<file path="src/design/sjq_pkg.sv">
// Shared constants and types for the stable priority job queue.
package sjq_pkg;

    localparam int DEPTH = 16;
    localparam int IDX_W = $clog2(DEPTH);
    localparam int OCC_W = $clog2(DEPTH + 1);
    localparam int TAG_W = 16;
    localparam int PRIO_W = 8;
    localparam int SERIAL_W = 32;
    localparam int STATUS_W = 2;

    localparam logic CMD_INSERT = 1'b0;
    localparam logic CMD_REMOVE = 1'b1;

    localparam logic [STATUS_W-1:0] ST_INSERTED = 2'd0;
    localparam logic [STATUS_W-1:0] ST_REMOVED = 2'd1;
    localparam logic [STATUS_W-1:0] ST_EMPTY = 2'd2;
    localparam logic [STATUS_W-1:0] ST_FULL = 2'd3;

    typedef struct packed {
        logic load;
        logic ins;
        logic rem;
        logic report;
        logic [STATUS_W-1:0] code;
    } ctrl_t;

    typedef struct packed {
        logic full;
        logic empty;
    } dp_status_t;

endpackage

</file>
<file path="src/design/sjq_ctrl.sv">
// Controller: sequences accept and execute steps for each command beat.
module sjq_ctrl (
    input  logic               clk,
    input  logic               rst_n,
    input  logic               start,
    input  logic               command,
    input  sjq_pkg::dp_status_t dp_status,
    output logic               busy,
    output sjq_pkg::ctrl_t     ctrl
);

    localparam logic S_IDLE = 1'b0;
    localparam logic S_EXEC = 1'b1;

    logic state_reg;
    logic state_next;
    logic cmd_reg;
    logic cmd_next;

    always_ff @(posedge clk or negedge rst_n)
    begin
        if (!rst_n)
        begin
            state_reg <= S_IDLE;
            cmd_reg <= sjq_pkg::CMD_INSERT;
        end
        else
        begin
            state_reg <= state_next;
            cmd_reg <= cmd_next;
        end
    end

    always_comb
    begin
        state_next = state_reg;
        cmd_next = cmd_reg;
        ctrl = '0;
        case (state_reg)
            S_IDLE:
            begin
                if (start)
                begin
                    ctrl.load = 1'b1;
                    cmd_next = command;
                    state_next = S_EXEC;
                end
            end
            S_EXEC:
            begin
                ctrl.report = 1'b1;
                if (cmd_reg == sjq_pkg::CMD_INSERT)
                begin
                    if (dp_status.full)
                    begin
                        ctrl.code = sjq_pkg::ST_FULL;
                    end
                    else
                    begin
                        ctrl.ins = 1'b1;
                        ctrl.code = sjq_pkg::ST_INSERTED;
                    end
                end
                else
                begin
                    if (dp_status.empty)
                    begin
                        ctrl.code = sjq_pkg::ST_EMPTY;
                    end
                    else
                    begin
                        ctrl.rem = 1'b1;
                        ctrl.code = sjq_pkg::ST_REMOVED;
                    end
                end
                state_next = S_IDLE;
            end
            default:
            begin
                state_next = S_IDLE;
            end
        endcase
    end

    assign busy = (state_reg != S_IDLE);

endmodule

</file>
<file path="src/design/sjq_datapath.sv">
// Datapath: sorted shift-register chain of jobs, occupancy, serial and result registers.
module sjq_datapath (
    input  logic                              clk,
    input  logic                              rst_n,
    input  sjq_pkg::ctrl_t                    ctrl,
    input  logic [sjq_pkg::TAG_W-1:0]         user_tag,
    input  logic [sjq_pkg::TAG_W-1:0]         doc_tag,
    input  logic [sjq_pkg::PRIO_W-1:0]        job_priority,
    output sjq_pkg::dp_status_t               dp_status,
    output logic                              done,
    output logic [sjq_pkg::STATUS_W-1:0]      status,
    output logic [sjq_pkg::TAG_W-1:0]         out_user_tag,
    output logic [sjq_pkg::TAG_W-1:0]         out_doc_tag,
    output logic [sjq_pkg::PRIO_W-1:0]        out_priority,
    output logic [sjq_pkg::SERIAL_W-1:0]      serial
);

    logic [sjq_pkg::TAG_W-1:0]    user_reg [sjq_pkg::DEPTH];
    logic [sjq_pkg::TAG_W-1:0]    user_next [sjq_pkg::DEPTH];
    logic [sjq_pkg::TAG_W-1:0]    doc_reg [sjq_pkg::DEPTH];
    logic [sjq_pkg::TAG_W-1:0]    doc_next [sjq_pkg::DEPTH];
    logic [sjq_pkg::PRIO_W-1:0]   prio_reg [sjq_pkg::DEPTH];
    logic [sjq_pkg::PRIO_W-1:0]   prio_next [sjq_pkg::DEPTH];
    logic [sjq_pkg::DEPTH-1:0]    keep;

    logic [sjq_pkg::TAG_W-1:0]    in_user_reg;
    logic [sjq_pkg::TAG_W-1:0]    in_doc_reg;
    logic [sjq_pkg::PRIO_W-1:0]   in_prio_reg;

    logic [sjq_pkg::OCC_W-1:0]    occ_reg;
    logic [sjq_pkg::OCC_W-1:0]    occ_next;
    logic [sjq_pkg::SERIAL_W-1:0] serial_cnt_reg;
    logic [sjq_pkg::SERIAL_W-1:0] serial_cnt_next;

    logic                         done_reg;
    logic [sjq_pkg::STATUS_W-1:0] status_reg;
    logic [sjq_pkg::TAG_W-1:0]    out_user_reg;
    logic [sjq_pkg::TAG_W-1:0]    out_doc_reg;
    logic [sjq_pkg::PRIO_W-1:0]   out_prio_reg;
    logic [sjq_pkg::SERIAL_W-1:0] out_serial_reg;

    assign dp_status.full = (occ_reg == sjq_pkg::OCC_W'(sjq_pkg::DEPTH));
    assign dp_status.empty = (occ_reg == '0);

    // keep flags form a prefix because the chain is sorted
    always_comb
    begin
        for (int i = 0; i < sjq_pkg::DEPTH; i++)
        begin
            keep[i] = (sjq_pkg::OCC_W'(i) < occ_reg) && (prio_reg[i] >= in_prio_reg);
        end
    end

    always_comb
    begin
        for (int i = 0; i < sjq_pkg::DEPTH; i++)
        begin
            user_next[i] = user_reg[i];
            doc_next[i] = doc_reg[i];
            prio_next[i] = prio_reg[i];
            if (ctrl.ins && !keep[i])
            begin
                if (i == 0 || keep[(i == 0) ? 0 : i - 1])
                begin
                    user_next[i] = in_user_reg;
                    doc_next[i] = in_doc_reg;
                    prio_next[i] = in_prio_reg;
                end
                else
                begin
                    user_next[i] = user_reg[(i == 0) ? 0 : i - 1];
                    doc_next[i] = doc_reg[(i == 0) ? 0 : i - 1];
                    prio_next[i] = prio_reg[(i == 0) ? 0 : i - 1];
                end
            end
            else if (ctrl.rem && i < sjq_pkg::DEPTH - 1)
            begin
                user_next[i] = user_reg[(i < sjq_pkg::DEPTH - 1) ? i + 1 : i];
                doc_next[i] = doc_reg[(i < sjq_pkg::DEPTH - 1) ? i + 1 : i];
                prio_next[i] = prio_reg[(i < sjq_pkg::DEPTH - 1) ? i + 1 : i];
            end
        end
    end

    always_comb
    begin
        occ_next = occ_reg;
        serial_cnt_next = serial_cnt_reg;
        if (ctrl.ins)
        begin
            occ_next = occ_reg + 1'b1;
        end
        else if (ctrl.rem)
        begin
            occ_next = occ_reg - 1'b1;
            serial_cnt_next = serial_cnt_reg + 1'b1;
        end
    end

    always_ff @(posedge clk)
    begin
        for (int i = 0; i < sjq_pkg::DEPTH; i++)
        begin
            user_reg[i] <= user_next[i];
            doc_reg[i] <= doc_next[i];
            prio_reg[i] <= prio_next[i];
        end
        if (ctrl.load)
        begin
            in_user_reg <= user_tag;
            in_doc_reg <= doc_tag;
            in_prio_reg <= job_priority;
        end
        if (ctrl.report)
        begin
            status_reg <= ctrl.code;
            out_user_reg <= ctrl.rem ? user_reg[0] : '0;
            out_doc_reg <= ctrl.rem ? doc_reg[0] : '0;
            out_prio_reg <= ctrl.rem ? prio_reg[0] : '0;
            out_serial_reg <= ctrl.rem ? serial_cnt_reg : '0;
        end
    end

    always_ff @(posedge clk or negedge rst_n)
    begin
        if (!rst_n)
        begin
            occ_reg <= '0;
            serial_cnt_reg <= sjq_pkg::SERIAL_W'(1);
            done_reg <= 1'b0;
        end
        else
        begin
            occ_reg <= occ_next;
            serial_cnt_reg <= serial_cnt_next;
            done_reg <= ctrl.report;
        end
    end

    assign done = done_reg;
    assign status = status_reg;
    assign out_user_tag = out_user_reg;
    assign out_doc_tag = out_doc_reg;
    assign out_priority = out_prio_reg;
    assign serial = out_serial_reg;

endmodule

</file>
<file path="src/design/stable_priority_job_queue.sv">
// Top level of the stable priority job queue: controller plus sorted-chain datapath.
// An accepted command enters the execute state, which loads the result registers on the ports.
// A new command is taken only while idle; the sorted chain inserts or shifts in one step.
// busy is high for the single execute cycle; the next command is taken while a result shows.
// Results appear for one cycle with done high; the receiver cannot stall them.
// Reset (rst_n low, asynchronous) empties the queue and sets the next serial to 1.
module stable_priority_job_queue (
    input  logic                              clk,
    input  logic                              rst_n,
    input  logic                              start,
    output logic                              busy,
    input  logic                              command,
    input  logic [sjq_pkg::TAG_W-1:0]         user_tag,
    input  logic [sjq_pkg::TAG_W-1:0]         doc_tag,
    input  logic [sjq_pkg::PRIO_W-1:0]        job_priority,
    output logic                              done,
    output logic [sjq_pkg::STATUS_W-1:0]      status,
    output logic [sjq_pkg::TAG_W-1:0]         out_user_tag,
    output logic [sjq_pkg::TAG_W-1:0]         out_doc_tag,
    output logic [sjq_pkg::PRIO_W-1:0]        out_priority,
    output logic [sjq_pkg::SERIAL_W-1:0]      serial
);

    sjq_pkg::ctrl_t      ctrl;
    sjq_pkg::dp_status_t dp_status;

    sjq_ctrl u_ctrl (
        .clk       (clk),
        .rst_n     (rst_n),
        .start     (start),
        .command   (command),
        .dp_status (dp_status),
        .busy      (busy),
        .ctrl      (ctrl)
    );

    sjq_datapath u_datapath (
        .clk          (clk),
        .rst_n        (rst_n),
        .ctrl         (ctrl),
        .user_tag     (user_tag),
        .doc_tag      (doc_tag),
        .job_priority (job_priority),
        .dp_status    (dp_status),
        .done         (done),
        .status       (status),
        .out_user_tag (out_user_tag),
        .out_doc_tag  (out_doc_tag),
        .out_priority (out_priority),
        .serial       (serial)
    );

    a_accept_busy: assert property (@(posedge clk) disable iff (!rst_n)
        start && !busy |=> busy)
        else $error("accepted beat did not raise busy");

    a_exec_one_cycle: assert property (@(posedge clk) disable iff (!rst_n)
        busy |=> !busy && done)
        else $error("execute step did not finish in one cycle");

    a_done_idle: assert property (@(posedge clk) disable iff (!rst_n)
        done |-> !busy)
        else $error("result beat while busy");

    a_zero_fields: assert property (@(posedge clk) disable iff (!rst_n)
        done && status != sjq_pkg::ST_REMOVED |->
            out_user_tag == '0 && out_doc_tag == '0 && out_priority == '0 && serial == '0)
        else $error("nonzero fields on a result without a removed job");

endmodule
</file>
<file path="config.mk">
export PLATFORM = sky130hd
export DESIGN_NAME = stable_priority_job_queue
export DESIGN_NICKNAME = d
export VERILOG_FILES = /design/src/design/sjq_pkg.sv /design/src/design/sjq_ctrl.sv /design/src/design/sjq_datapath.sv /design/src/design/stable_priority_job_queue.sv
export SDC_FILE = /design/constraint.sdc
export NUM_CORES = 2
export LEC_CHECK = 0
export BUFFER_PORTS_ARGS = -buffer_cell sky130_fd_sc_hd__buf_2
export CAP_MARGIN = 10
export CORE_MARGIN = 5
export CORE_UTILIZATION = 52
export DETAILED_ROUTE_END_ITERATION = 10
export PLACE_DENSITY_LB_ADDON = 0.1
export SYNTH_ARGS = -nofsm -noshare
export SYNTH_HDL_FRONTEND = slang
export SYNTH_SLANG_ARGS = --single-unit
</file>
<file path="constraint.sdc">
create_clock -name clk -period 7.1 [get_ports clk]
set_input_delay 0 -clock clk [delete_from_list [all_inputs] [get_ports clk]]
set_output_delay 0 -clock clk [all_outputs]
set_load 0.005 [all_outputs]
</file>
==> metrics <==
Async SR Flop Fraction 0.0504; synthesized cell area roughly 45000 µm²; Unique masters post-synth 65; CP cell instances buf_4 > ha_1 > nand2b_1 > a2111oi_0 > or3b_2 > and3_1 > buf_4 > a221oi_1 > a21oi_1; register area share after synthesis 0.523; Final HPWL DP 88700 µm; flops & latches, synth 794; data required time at the worst endpoint 7.59 ns; pre-CTS setup slack around 2.4 ns; Core ar. a little under 90000 µm²; fill cell count 7398; Slew HR 0.179; Routed Antenna Nets 0; vias in the first global route 35100; final worst clock skew ~0.028 ns; clk buf depth 3; Fin Setup TNS 0 ns; TritonCTS Sinks 794; die width 305 µm; 1st-pass router iterations 6; Power Density 378 nW/µm²; Final Critical Period about 4.8 ns; Hold Fails Final Rpt 0; R2R Path Start u_datapath.in_prio_reg[0]; Nets between 4000 and 5000; Post-Synthesis Cells 4197; area grow syn2layout 10.9%; # IOs 120; dominant synthesized flop cell edfxtp_1; Max Cap Viol 0; CTS root buffer clkbuf_16; first-pass GRT wire length 216000 µm; FMAX 209 MHz; Syn Nets 4374; crit-path max FO 25; post-route cell area 50100 µm²; setup repair bufs after CTS 0; RSZ-0062 raised after global routing false; multi-input gate area in the final layout 20000 µm²; FF-to-FF path depth 9; CTS tree yes; FF/Latch Area 23600 µm²; die height 305 µm; Total Wirelength 143000 µm; status finished, final reports clean; starting density of the core 0.523; Final period util 0.675; via count ~37000; Worst-path clk slew 0.06 ns; CP max stage cell and3_1; Cell Area, Placed approximately 47000 µm²; GRT overflow 0; Critical Path Source Type register; endpoint arrival time on the critical path 5.28 ns; total die area approximately 93000 µm²; H-tree lvl count 3; number of flops mapped to enable cells by yosys 754; Worst Path Buf+Inv 2; family with the most delay on the worst path simple AND/OR/NAND/NOR gates; Worst-Margin Slew 1.23 ns; drt initial violations around 4200; hold_ws 0.0350 ns; CP dominant cell by count buf_4; syn_area_per_cell around 11 µm²; Final setup viols 0; initial antenna violation count 0; Synth Warn # 0; Pleak approximately 18 nW; row cnt 108; n_diodes 0; Max VDD drop around 0.31 mV; DRC violation count after routing 0; Crit Path Category register to register; total track usage 0.292; reg2reg end u_datapath.user_reg[1][77]; Num CTS Buffers 91; hold buffer count at cts 43; GPL Wtd Cong 0.852; largest net degree at the start of global routing 82; final worst slack 2.30 ns; Pins Over Slew Limit 0; Worst-Skew Late Latency between 0.6 and 0.7 ns; vias per cell around 7.0; layout cell share with drive strength beyond 1 0.125; post-CTS resize count 0; hold crit path type input port to async pin; Port Buf Inserts 119; max incr delay on CP 0.98 ns; Setup crit end kind register; WL/cell 26.8 µm; internal reg-to-reg setup slack 2.30 ns
## worst max path at each step
stage / startpoint / to / slack [ns] / cells after the start
global placement: u_datapath.in_prio_reg[0] / u_datapath.user_reg[0][45] / 2.46 / 9
floorplan: u_ctrl.busy / u_datapath.doc_reg[7][0] / 1.09 / 4
detailed placement: u_datapath.in_prio_reg[0] / u_datapath.user_reg[1][70] / 2.39 / 9
finish: u_datapath.in_prio_reg[0] / u_datapath.user_reg[1][77] / 2.30 / 9
global route: u_datapath.in_prio_reg[3] / u_datapath.user_reg[0][42] / 2.10 / 11
CTS: u_datapath.in_prio_reg[0] / u_datapath.user_reg[1][70] / 2.40 / 9
## per-layer routing
metal	routed length, µm	track usage	up-vias
li1	-	-	16400
met1	58500	0.401	18600
met2	68000	0.480	1839
met3	11400	0.0431	274
met4	4820	0.0976	0
met5	0	0	-
## layout make-up
cell class              count  area share
clock buffers             114      0.0476
well taps                1155      0.0288
flip-flops and latches    794       0.472
inverters                  39     0.00292
repair buffers            289      0.0400
clock inverters            52     0.00921
multi-input cells        2882       0.400
## cells in the final DEF, fill, tap and decap left out, types with 21 or more instances in the layout
master           n
a221oi_1       441
a22o_1         440
a41oi_1         40
a22oi_1         40
dlygate4sd3_1   43
clkbuf_16       92
buf_2          119
edfxtp_1       754
ha_1           133
mux2_2          65
mux2i_1         40
dfrtp_1         38
clkbuf_1        22
and2_1          77
xnor2_1         29
a21oi_1        528
inv_1           39
nand2_1        193
a31oi_1         40
clkinv_2        21
nor2_1         551
buf_4          125
## through the flow
stage / std cells / power [W] / utilization
after CTS: 5323 / 0.0189 / 0.579
after global routing: 5325 / 0.0199 / 0.580
after detailed placement: 5114 / 0.0142 / 0.541
final: 5325 / 0.0190 / 0.580
after floorplan: 4197 / 0.0121 / -
after global placement: 5114 / 0.0141 / 0.541
## power breakdown
part / internal [W] / total (W) / leakage [nW] / switching (W)
logic: 0.00274 / 0.00703 / 8.57 / 0.00429
registers: 0.00646 / 0.00730 / 7.62 / 0.000836
clock network: 0.00264 / 0.00463 / 1.40 / 0.00200
total: 0.0118 / 0.0190 / 17.6 / 0.00713
## Yosys cell counts (5+ instances only)
library cell / number / area, µm²
nor3_1: 12 / 60.1
a211o_1: 8 / 70.1
nand2_1: 193 / 724
a22oi_1: 40 / 300
clkbuf_1: 404 / 1520
a2111oi_0: 9 / 78.8
a22o_1: 440 / 3850
and4_1: 8 / 70.1
nor2_1: 556 / 2090
o211ai_1: 10 / 75.1
inv_1: 39 / 146
o21ai_0: 21 / 105
ha_1: 133 / 1660
nand4_1: 20 / 125
mux2_1: 9 / 101
nand2b_1: 27 / 169
edfxtp_1: 754 / 22600
buf_2: 69 / 345
and2_1: 78 / 488
xnor2_1: 29 / 254
mux2i_1: 40 / 400
a41oi_1: 40 / 350
nand3_1: 13 / 65.1
mux2_2: 65 / 732
nor3_2: 9 / 90.1
a21oi_1: 541 / 2710
a31oi_1: 41 / 257
xor2_1: 7 / 61.3
a21o_1: 6 / 45.0
and3_1: 11 / 68.8
buf_1: 5 / 18.8
a211oi_1: 12 / 90.1
dfrtp_1: 39 / 976
a221oi_1: 441 / 3860
o21a_1: 14 / 105
## kinds of logic after synthesis
family          Yosys count  share of synthesized area
buf+inv                 521                     0.0455
mux                     114                     0.0273
fa+ha+maj               133                     0.0368
simple gates            951                     0.0921
xor+xnor                 36                    0.00697
flops                   794                      0.523
compound gates         1648                      0.269
Note: power is estimated with default switching activity, not from simulation.
